## config.mk

```make
export PLATFORM = sky130hd
export DESIGN_NAME = linear_probe_hash_table
export DESIGN_NICKNAME = d
export VERILOG_FILES = /design/src/rtl/lpht_pkg.sv /design/src/rtl/lpht_ram.sv /design/src/rtl/linear_probe_hash_table.sv
export SDC_FILE = /design/constraint.sdc
export NUM_CORES = 2
export LEC_CHECK = 0
export ABC_AREA = 1
export BUFFER_PORTS_ARGS = -buffer_cell sky130_fd_sc_hd__clkbuf_2
export CAP_MARGIN = 20
export CORE_MARGIN = 2
export CORE_UTILIZATION = 40
export CTS_CLUSTER_SIZE = 24
export DETAILED_ROUTE_END_ITERATION = 8
export HOLD_SLACK_MARGIN = 0.15
export SYNTH_ARGS = -nofsm -noshare
export SYNTH_HDL_FRONTEND = slang
export SYNTH_SLANG_ARGS = --single-unit
```

## constraint.sdc

```tcl
create_clock -name clk -period 16.9 [get_ports clk]
set_input_delay 2.535 -clock clk [delete_from_list [all_inputs] [get_ports clk]]
set_output_delay 2.535 -clock clk [all_outputs]
set_load 0.005 [all_outputs]
```

## src/rtl/lpht_pkg.sv

```systemverilog
package lpht_pkg;

  // Table geometry
  localparam int SLOTS     = 16;
  localparam int KEY_BYTES = 8;

  localparam int SLOT_W  = $clog2(SLOTS);
  localparam int KEY_W   = 64;
  localparam int VALUE_W = 32;
  localparam int ENTRY_W = KEY_W + VALUE_W;
  localparam int PROBE_W = 5;
  localparam int OUT_SLOT_W = 4;

  // Byte sum of a key, and the reciprocal used to reduce it modulo SLOTS
  localparam int SUM_W = $clog2(8 * 255 + 1);
  localparam int RECIP = (1 << SUM_W) / SLOTS;

  localparam logic [KEY_W-1:0] KEY_MASK =
    (KEY_BYTES >= 8) ? {KEY_W{1'b1}} : ((64'd1 << (8 * KEY_BYTES)) - 64'd1);

  // Request opcodes
  localparam logic OP_INSERT = 1'b0;
  localparam logic OP_SEARCH = 1'b1;

  // Result status codes
  localparam logic [1:0] ST_INSERTED = 2'd0;
  localparam logic [1:0] ST_FOUND    = 2'd1;
  localparam logic [1:0] ST_MISSING  = 2'd2;
  localparam logic [1:0] ST_FULL     = 2'd3;

  // Low bits of a slot index, zero-extended when the index is narrower
  function automatic logic [OUT_SLOT_W-1:0] slot_out(input logic [SLOT_W-1:0] idx);
    logic [SLOT_W+OUT_SLOT_W-1:0] ext;
    ext = {{OUT_SLOT_W{1'b0}}, idx};
    return ext[OUT_SLOT_W-1:0];
  endfunction

endpackage

```

## src/rtl/lpht_ram.sv

```systemverilog
module lpht_ram #(
  parameter int WIDTH = 8,
  parameter int DEPTH = 16
) (
  input  logic                     clk,
  input  logic                     we,
  input  logic [$clog2(DEPTH)-1:0] waddr,
  input  logic [WIDTH-1:0]         wdata,
  input  logic                     re,
  input  logic [$clog2(DEPTH)-1:0] raddr,
  output logic [WIDTH-1:0]         rdata
);

  logic [WIDTH-1:0] mem_r [DEPTH];
  logic [WIDTH-1:0] rdata_r;

  always_ff @(posedge clk) begin
    if (we) begin
      mem_r[waddr] <= wdata;
    end
    if (re) begin
      rdata_r <= mem_r[raddr];
    end
  end

  assign rdata = rdata_r;

endmodule

```

## src/rtl/linear_probe_hash_table.sv

```systemverilog
// Open-addressing hash table with linear probing, SLOTS entries of a 64-bit
// key and a 32-bit value. A request is an insert (opcode 0) or a search
// (opcode 1); each request yields exactly one result. The home slot is the
// sum of the key bytes modulo SLOTS. An insert stores the pair in the first
// free slot from the home slot on (duplicates are stored again) or reports
// table full; a search reports the value of the first matching entry, or not
// found on a free slot or after one full wrap, plus the number of key
// comparisons. One request is in flight at a time. After acceptance the
// byte sum is registered, the quotient and then the home slot are formed,
// and the walk starts there. A search reads the entry of each occupied slot
// before comparing it; a free home slot misses without a read. Keys and
// values sit in one single-port-read memory, read one slot per cycle while
// the output is not stalled. Occupancy marks live in flip-flops and clear at
// reset, so the table is usable as soon as reset ends. The next request is
// taken in the cycle after a result is loaded into the output register; a
// stalled output holds the walk until the output register frees up.
module linear_probe_hash_table
  import lpht_pkg::*;
(
  input  logic                  clk,
  input  logic                  rst_n,
  input  logic                  in_valid,
  output logic                  in_stall,
  input  logic                  in_opcode,
  input  logic [KEY_W-1:0]      in_key,
  input  logic [VALUE_W-1:0]    in_value,
  output logic                  out_valid,
  input  logic                  out_stall,
  output logic [1:0]            out_status,
  output logic [VALUE_W-1:0]    out_found_value,
  output logic [PROBE_W-1:0]    out_probe_count,
  output logic [OUT_SLOT_W-1:0] out_slot
);

  typedef enum logic [5:0] {
    S_IDLE  = 6'b000001,
    S_HASH  = 6'b000010,
    S_MOD   = 6'b000100,
    S_INS   = 6'b001000,
    S_PROBE = 6'b010000,
    S_CMP   = 6'b100000
  } state_t;

  state_t state_r, state_nxt;

  // Request registers
  logic               op_r, op_nxt;
  logic [KEY_W-1:0]   key_r, key_nxt;
  logic [VALUE_W-1:0] value_r, value_nxt;

  // Home slot reduction
  logic [SUM_W-1:0]   sum_r, sum_nxt;
  logic [SUM_W-1:0]   quo_r, quo_nxt;
  logic [2*SUM_W-1:0] recip_prod;
  logic [SUM_W-1:0]   rem_raw;
  logic [SUM_W-1:0]   rem_fix;
  logic [SUM_W-1:0]   byte_sum;

  // Walk registers
  logic [SLOT_W-1:0]  idx_r, idx_nxt;
  logic [SLOT_W-1:0]  cnt_r, cnt_nxt;
  logic [PROBE_W-1:0] probes_r, probes_nxt;
  logic [SLOTS-1:0]   occ_r, occ_nxt;

  logic [SLOT_W-1:0]  idx_inc;
  logic               last_slot;
  logic [PROBE_W-1:0] probes_inc;
  logic               out_free;

  // Output register
  logic                  out_valid_r, out_valid_nxt;
  logic [1:0]            status_r, status_nxt;
  logic [VALUE_W-1:0]    fval_r, fval_nxt;
  logic [PROBE_W-1:0]    pcnt_r, pcnt_nxt;
  logic [OUT_SLOT_W-1:0] oslot_r, oslot_nxt;

  // Entry memory
  logic               ram_we;
  logic               ram_re;
  logic [SLOT_W-1:0]  ram_raddr;
  logic [ENTRY_W-1:0] ram_rdata;
  logic [KEY_W-1:0]   rd_key;
  logic [VALUE_W-1:0] rd_value;

  lpht_ram #(
    .WIDTH (ENTRY_W),
    .DEPTH (SLOTS)
  ) u_entry_ram (
    .clk   (clk),
    .we    (ram_we),
    .waddr (idx_r),
    .wdata ({key_r, value_r}),
    .re    (ram_re),
    .raddr (ram_raddr),
    .rdata (ram_rdata)
  );

  assign rd_key   = ram_rdata[ENTRY_W-1:VALUE_W];
  assign rd_value = ram_rdata[VALUE_W-1:0];

  // Sum the masked key bytes of the incoming request
  always_comb begin
    logic [KEY_W-1:0] mk;
    mk = in_key & KEY_MASK;
    byte_sum = '0;
    for (int b = 0; b < 8; b++) begin
      byte_sum = byte_sum + SUM_W'(mk[8*b +: 8]);
    end
  end

  // Quotient estimate is exact or one low; one correction step fixes it
  assign recip_prod = (2*SUM_W)'(sum_r) * (2*SUM_W)'(RECIP);
  assign rem_raw    = sum_r - SUM_W'(quo_r * SUM_W'(SLOTS));
  assign rem_fix    = (rem_raw >= SUM_W'(SLOTS)) ? rem_raw - SUM_W'(SLOTS) : rem_raw;

  assign idx_inc    = (idx_r == SLOT_W'(SLOTS - 1)) ? '0 : idx_r + 1'b1;
  assign last_slot  = (cnt_r == SLOT_W'(SLOTS - 1));
  assign probes_inc = (probes_r == '1) ? probes_r : probes_r + 1'b1;
  assign out_free   = !out_valid_r || !out_stall;

  assign in_stall = (state_r != S_IDLE);

  always_comb begin
    state_nxt     = state_r;
    op_nxt        = op_r;
    key_nxt       = key_r;
    value_nxt     = value_r;
    sum_nxt       = sum_r;
    quo_nxt       = quo_r;
    idx_nxt       = idx_r;
    cnt_nxt       = cnt_r;
    probes_nxt    = probes_r;
    occ_nxt       = occ_r;
    out_valid_nxt = out_valid_r && out_stall;
    status_nxt    = status_r;
    fval_nxt      = fval_r;
    pcnt_nxt      = pcnt_r;
    oslot_nxt     = oslot_r;
    ram_we        = 1'b0;
    ram_re        = 1'b0;
    ram_raddr     = idx_r;

    case (state_r)
      S_IDLE: begin
        // Take a request and start its home slot
        if (in_valid) begin
          op_nxt    = in_opcode;
          key_nxt   = in_key & KEY_MASK;
          value_nxt = in_value;
          sum_nxt   = byte_sum;
          state_nxt = S_HASH;
        end
      end
      S_HASH: begin
        quo_nxt   = recip_prod[2*SUM_W-1:SUM_W];
        state_nxt = S_MOD;
      end
      S_MOD: begin
        idx_nxt    = rem_fix[SLOT_W-1:0];
        cnt_nxt    = '0;
        probes_nxt = '0;
        state_nxt  = (op_r == OP_INSERT) ? S_INS : S_PROBE;
      end
      S_INS: begin
        // Step over occupied slots; write the pair into the first free one
        if (out_free) begin
          if (!occ_r[idx_r]) begin
            ram_we         = 1'b1;
            occ_nxt[idx_r] = 1'b1;
            out_valid_nxt  = 1'b1;
            status_nxt     = ST_INSERTED;
            fval_nxt       = '0;
            pcnt_nxt       = '0;
            oslot_nxt      = slot_out(idx_r);
            state_nxt      = S_IDLE;
          end else if (last_slot) begin
            out_valid_nxt = 1'b1;
            status_nxt    = ST_FULL;
            fval_nxt      = '0;
            pcnt_nxt      = '0;
            oslot_nxt     = '0;
            state_nxt     = S_IDLE;
          end else begin
            idx_nxt = idx_inc;
            cnt_nxt = cnt_r + 1'b1;
          end
        end
      end
      S_PROBE: begin
        // Home slot: miss at once when free, else fetch the entry
        if (out_free) begin
          if (!occ_r[idx_r]) begin
            out_valid_nxt = 1'b1;
            status_nxt    = ST_MISSING;
            fval_nxt      = '0;
            pcnt_nxt      = probes_r;
            oslot_nxt     = '0;
            state_nxt     = S_IDLE;
          end else begin
            ram_re    = 1'b1;
            ram_raddr = idx_r;
            state_nxt = S_CMP;
          end
        end
      end
      S_CMP: begin
        // Compare the fetched key; on a mismatch fetch the next slot now, unless it is free or the wrap is done
        if (out_free) begin
          if (rd_key == key_r) begin
            out_valid_nxt = 1'b1;
            status_nxt    = ST_FOUND;
            fval_nxt      = rd_value;
            pcnt_nxt      = probes_inc;
            oslot_nxt     = slot_out(idx_r);
            state_nxt     = S_IDLE;
          end else if (last_slot || !occ_r[idx_inc]) begin
            out_valid_nxt = 1'b1;
            status_nxt    = ST_MISSING;
            fval_nxt      = '0;
            pcnt_nxt      = probes_inc;
            oslot_nxt     = '0;
            state_nxt     = S_IDLE;
          end else begin
            ram_re     = 1'b1;
            ram_raddr  = idx_inc;
            idx_nxt    = idx_inc;
            cnt_nxt    = cnt_r + 1'b1;
            probes_nxt = probes_inc;
          end
        end
      end
      default: begin
        state_nxt = S_IDLE;
      end
    endcase
  end

  // Control state
  always_ff @(posedge clk) begin
    if (!rst_n) begin
      state_r     <= S_IDLE;
      occ_r       <= '0;
      out_valid_r <= 1'b0;
    end else begin
      state_r     <= state_nxt;
      occ_r       <= occ_nxt;
      out_valid_r <= out_valid_nxt;
    end
  end

  // Payload and walk registers
  always_ff @(posedge clk) begin
    op_r     <= op_nxt;
    key_r    <= key_nxt;
    value_r  <= value_nxt;
    sum_r    <= sum_nxt;
    quo_r    <= quo_nxt;
    idx_r    <= idx_nxt;
    cnt_r    <= cnt_nxt;
    probes_r <= probes_nxt;
    status_r <= status_nxt;
    fval_r   <= fval_nxt;
    pcnt_r   <= pcnt_nxt;
    oslot_r  <= oslot_nxt;
  end

  assign out_valid       = out_valid_r;
  assign out_status      = status_r;
  assign out_found_value = fval_r;
  assign out_probe_count = pcnt_r;
  assign out_slot        = oslot_r;

endmodule

```

== Word level (Yosys, flattened, before mapping) ==
Memories as Yosys holds them, arrays and structs flattened. A register that Yosys moved wholly into a read port is not among the register bits.
Cells that the tools add are included.

* Bits in registers: 194
* Latch bits: 0
* Memory bits (writable): 1536
* Memory bits (read-only): 0
* Bits of input ports: 101
* Output and inout bits: 45
* Logic and storage cells: 168
* Memories kept: 1

* Add/sub/neg operators: 12
* Multiply operators: 0
* Divide/modulo/power cells: 0
* Order comparisons: 4
* Eq/ne operators: 22
* Shifts and indexed selects: 0
* Multiplexer cells: 95
* Bitwise logic cells: 2
* Reductions and logical operators: 17

{| class="wikitable"
|+ Memory list
! memory !! depth !! width !! read ports !! clocked after Yosys merged registers in !! write ports !! RTL line !! text
|-
| u_entry_ram.mem_r || 16 || 96 || 1 || 1 || 1 || lpht_ram.sv:14 || <nowiki>logic [WIDTH-1:0] mem_r [DEPTH];</nowiki>
|}

{| class="wikitable"
|+ Operator list
! kind !! number
|-
| $mux 32 || 8
|-
| $pmux 32 s3 || 1
|-
| $mux 4 || 23
|-
| $mux 5 || 13
|-
| $eq 64x64->1 || 1
|-
| $mux 6 || 9
|-
| $add 11x8->11 || 4
|-
| $pmux 4 s3 || 3
|-
| $pmux 6 s6 || 1
|-
| $mux 1 || 21
|-
| $ne 2x2->1 const B || 9
|-
| $mux 2 || 8
|-
| $or 16x16->16 || 1
|-
| $pmux 5 s3 || 1
|-
| $reduce_and 7->1 || 2
|-
| $add 10x8->11 || 1
|-
| $ge 11x5->1 const B || 1
|-
| $sub 11x11->11 || 1
|-
| $add 9x8->10 || 1
|-
| $lt 4x5->1 const B || 2
|-
| $pmux 5 s2 || 1
|-
| $add 8x8->9 || 1
|-
| $add 4x1->4 const B || 2
|-
| $bmux 1 s4 || 2
|-
| 27 further kinds || 35
|}

== Depth between registers and ports, before layout ==
* Depth in word-level cells: 10
* Depth in mapped cells: 23

== By module ==
From an unflattened synthesis, not the netlist that was laid out.

* Cell total of the unflattened synthesis: 7020
* Area, all modules: 76837.4 µm²

{| class="wikitable"
|+ By module, submodules not included
! module !! times used !! cells each !! area each (µm²)
|-
| lpht_ram || 1 || 6302 || 68604.5
|-
| linear_probe_hash_table || 1 || 718 || 8232.9
|}

== Least setup slack after synthesis ==
OpenSTA, ideal clock, no wires.

* Kind: input -> register
* Start: input port out_stall
* End: memory u_entry_ram.mem_r[15][0] (netlist bit), enable pin
* Arrival: 12099 ps
* Slack: 4012 ps
* Cell stages on the path: 3
* Path buffers: 0
* Cells stage by stage: nand2_1 > inv_1 > nor4_1

* Longest elaborated chain between the ends: 6

{| class="wikitable"
|+ RTL lines
! element !! RTL line !! text
|-
| from (decl) || linear_probe_hash_table.sv:28 || <nowiki>input logic out_stall,</nowiki>
|-
| $logic_not 1->1 || linear_probe_hash_table.sv:119 || <nowiki>assign out_free = !out_valid_r || !out_stall;</nowiki>
|-
| $logic_or 1x1->1 || linear_probe_hash_table.sv:119 ||
|-
| $mux 1 || linear_probe_hash_table.sv:166 || <nowiki>if (out_free) begin</nowiki>
|-
| $mux 1 || linear_probe_hash_table.sv:143 || <nowiki>case (state_r)</nowiki>
|-
| $mux 1 || lpht_ram.sv:18 || <nowiki>if (we) begin</nowiki>
|-
| $mux 1 (not written as such) || lpht_ram.sv:19 || <nowiki>mem_r[waddr] <= wdata;</nowiki>
|-
| to (decl) || lpht_ram.sv:14 ||
|}

No other way between the ends.

== Worst setup path after layout ==
* Start: register key_r[55]
* End: register u_entry_ram.rdata_r[59], in the netlist u_entry_ram.rdata[59], read port of u_entry_ram.mem_r (data pin)

* Longest elaborated chain between the ends: 4
* Elaborated cells on any way between the ends: 7
* Classes of those cells: eq/ne (1); mux (6)

{| class="wikitable"
|+ RTL lines
! element !! RTL line !! text
|-
| from (decl) || linear_probe_hash_table.sv:48 || <nowiki>logic [KEY_W-1:0] key_r, key_nxt;</nowiki>
|-
| from (signal assigned) || linear_probe_hash_table.sv:254 || <nowiki>key_r <= key_nxt;</nowiki>
|-
| $eq 64x64->1 (*) || linear_probe_hash_table.sv:209 || <nowiki>if (rd_key == key_r) begin</nowiki>
|-
| $mux 1 / $mux 4 (equally long branches) || -- ||
|-
| $mux 1 / $mux 4 (equally long branches) || linear_probe_hash_table.sv:208 || <nowiki>if (out_free) begin</nowiki>
|-
| $pmux 1 s2 / $mux 4 (equally long branches) || -- ||
|-
| to (decl) || lpht_ram.sv:15 || <nowiki>logic [WIDTH-1:0] rdata_r;</nowiki>
|}

Every way passes the cells marked *; elsewhere a longest branch is shown, timed or not.
A chain may end at the register's enable or synchronous reset.

==> impl_metrics.toml <==
[synth]
synth_seq_cells = 1812
seq_area_frac_synth_pct = 70.6
synth_cells = 6864
syn_area_mm2 = 0.0768
synth_warnings = 0
avgSynthCellArea_um2 = 11.2
mappedNetlistNets = 6989
ys_types = 40

[worst_setup_path]
cp_slowest_cell = "buf_4"
worst-setup-path-type = "reg2reg"
worstPathRequired_ns = 17.48
path_common_cell = "nand2_1"
path_cells = "xor2_1, nor2_1, nand2_1, nor2_1, nand2_1, nor2_1, nand2_1, nand3_4, nand2_1, o211ai_1, nand2_4, inv_8, buf_4, buf_4, nand3_1, nand3_1, nand2_1"
ff2ff_setup_slack_ns = 10.21
max_stage_delay_ns = 0.86
crit_path_max_fanout = 88
start_kind = "flop"
cp_num_buf_inv = 3
cp_top_family = "simple AND/OR/NAND/NOR gates"
critPathLaunch = "key_r[55]"
endpoint_kind = "flop"
arrival_ns = 7.27
r2r-start = "key_r[55]"

[clock_network]
cts_tree = "yes"
cts_buffers = 189
clockBufferDepth = 3
clkLatencyLatePin_ns = 0.84
cts_sinks = 1812
htree_levels = 4
clkSlewWorstSetupHoldPaths_ns = 0.06
cts.repair.resized = 0
postCtsHoldBufs = 0
post_cts_buffers = 0
clockRootBuffer = "clkbuf_16"

[final_layout]
fin_nets = 6983
final_common_cell = "edfxtp_1"
mostFrequentLayoutCells = "edfxtp_1, nand3_1, nand2_1"
drive_gt1_share_pct = 7.09
nFillCells = 17200
fin_area_mm2 = 0.0854
area_growth_syn_to_layout_pct = 11.2

[routing]
initialDrtViolationCount = 5408
vias_per_cell = 5.25
wl_per_cell_um = 21.6
post-route-drc-count = 0
drt-total-wl_um = 206000
vias = 50000
antenna_left = 0
dr.pass1.iters = 6

[placed_design]
globalplace.congestion = 0.797
place.port_buffers = 145
dpl.hpwl_um = 92600
placed_area_mm2 = 0.0796

[timing]
fin_crit_ns = 6.69
finalSetupViolCount = 0
fin_crit_sh_pct = 39.6
slew_viol_final = 0
skew_ns = 0.0266
hold_viol_final = 0
worstMarginPinSlew_ns = 1.21
clock.fmax_mhz = 150
setup_tns_ns = 0
rsz0062_at_grt = "no"
slew_headroom_pct = 19.2

[hold_path]
min_from = "occ_r[10]"
min_path_type = "reg2reg"

[die]
ioPinCount = 146
die_area_mm2 = 0.195
die_w_um = 442
die_h_um = 442
start_util_pct = 40.3
coreArea_mm2 = 0.190
rows = 160

[grt]
antenna_found_initial = 3
grt_pass1_vias = 48300
grt_usage_pct = 20.8
grt_overflow_total = 0
grt_max_degree = 182
grt_first_pass_wirelength_um = 307000

[power]
vdd_ir_drop_max_v = 0.000112
power.density_mw_per_mm2 = 128
p_leak_nw = 33.9

[status]
status = "finished clean"

[run]
cap_violations = 0
routing by layer:
metal / share of wire (%) / vias up / global-route usage, % / routed length (µm)
met2: 47 / 1765 / 33.9 / 97200
met1: 42 / 24600 / 27.7 / 86900
met5: 0 / - / 0 / 0
li1: - / 23200 / - / -
met4: 4.0 / 0 / 8.56 / 8140
met3: 6.7 / 364 / 3.34 / 13800
where the power goes:
group / total, W / switching, W / internal (W)
Sequential: 0.00554 / 0.000241 / 0.00529
Combinational: 0.00153 / 0.00110 / 0.000434
Clock: 0.00387 / 0.00172 / 0.00216
Total: 0.0109 / 0.00306 / 0.00788
Yosys cell counts, drive strengths merged:
master	count	area (µm²)
clkbuf	174	653
a21oi	13	65.1
o221ai	1	8.76
nor3	6	30.0
a21o	1	7.51
a22oi	1	7.51
nor4	4	25.0
a32o	2	20.0
o22ai	1	6.26
edfxtp	1789	53700
xor2	59	517
nand2	1717	6450
buf	239	1340
nor2	118	450
o211a	2	20.0
fa	14	280
or2	1	6.26
a32oi	1	8.76
a31oi	2	12.5
o21ai	13	68.8
clkinv	1	3.75
ha	10	125
xnor2	19	166
o21bai	3	22.5
dfxtp	23	460
o21a	17	128
inv	863	3240
o211ai	4	30.0
nand4	7	43.8
nand3	1759	8830
cells by family (layout without fill, tap and decap cells):
family                   Yosys count  count (layout)  share of synthesized area [%]
flip-flops                      1812            1812                           70.6
XOR/XNOR                          78              78                          0.890
buffers and inverters           1277            1425                           6.82
AO/OA/AOI/OAI                     61              61                          0.528
adder cells (fa/ha/maj)           24              24                          0.528
other                              0               2                              0
AND/OR/NAND/NOR                 3612            3612                           20.6
flip-flops by register name (all words and copies together) (netlist names), 5 cells and up:
register           cells
out_found_value       32
occ_r                 16
u_entry_ram.rdata     96
probes_r               5
u_entry_ram.mem_r   1536
state_r                6
out_probe_count        5
value_r               32
key_r                 64
metrics by stage:
| step | std cells | setup slack, ns | util [%] | total power, W | hold slack, ns |
|---|---|---|---|---|---|
| CTS | 9520 | 10.38 | 44.8 | 0.0110 | 0.475 |
| floorplan | 6864 | 4.01 | - | 0.00659 | 0.441 |
| detailed placement | 9175 | 9.81 | 41.8 | 0.00716 | 0.461 |
| global placement | 9174 | 9.87 | 41.8 | 0.00714 | 0.458 |
| finish | 9525 | 10.21 | 44.8 | 0.0109 | 0.472 |
| global route | 9525 | 9.92 | 44.8 | 0.0114 | 0.488 |
final timing paths:
check	to	cells past startpoint
setup reg to reg	u_entry_ram.rdata[59]	17
hold reg to reg	occ_r[10]	1
hold / removal	occ_r[10]	1
setup / recovery	u_entry_ram.rdata[59]	17
area by class of cell:
| type | count | area [µm²] | share of cell area (%) |
|---|---|---|---|
| diodes | 2 | 5.00 | 0.00586 |
| clock buffers | 252 | 5050 | 5.92 |
| clock inverters | 93 | 628 | 0.736 |
| inverters | 864 | 3260 | 3.82 |
| multi-input cells | 3775 | 17500 | 20.5 |
| flip-flops and latches | 1812 | 54200 | 63.5 |
| well taps | 2511 | 3140 | 3.68 |
| repair buffers | 216 | 1560 | 1.82 |
(Power assumes the default switching activity.)
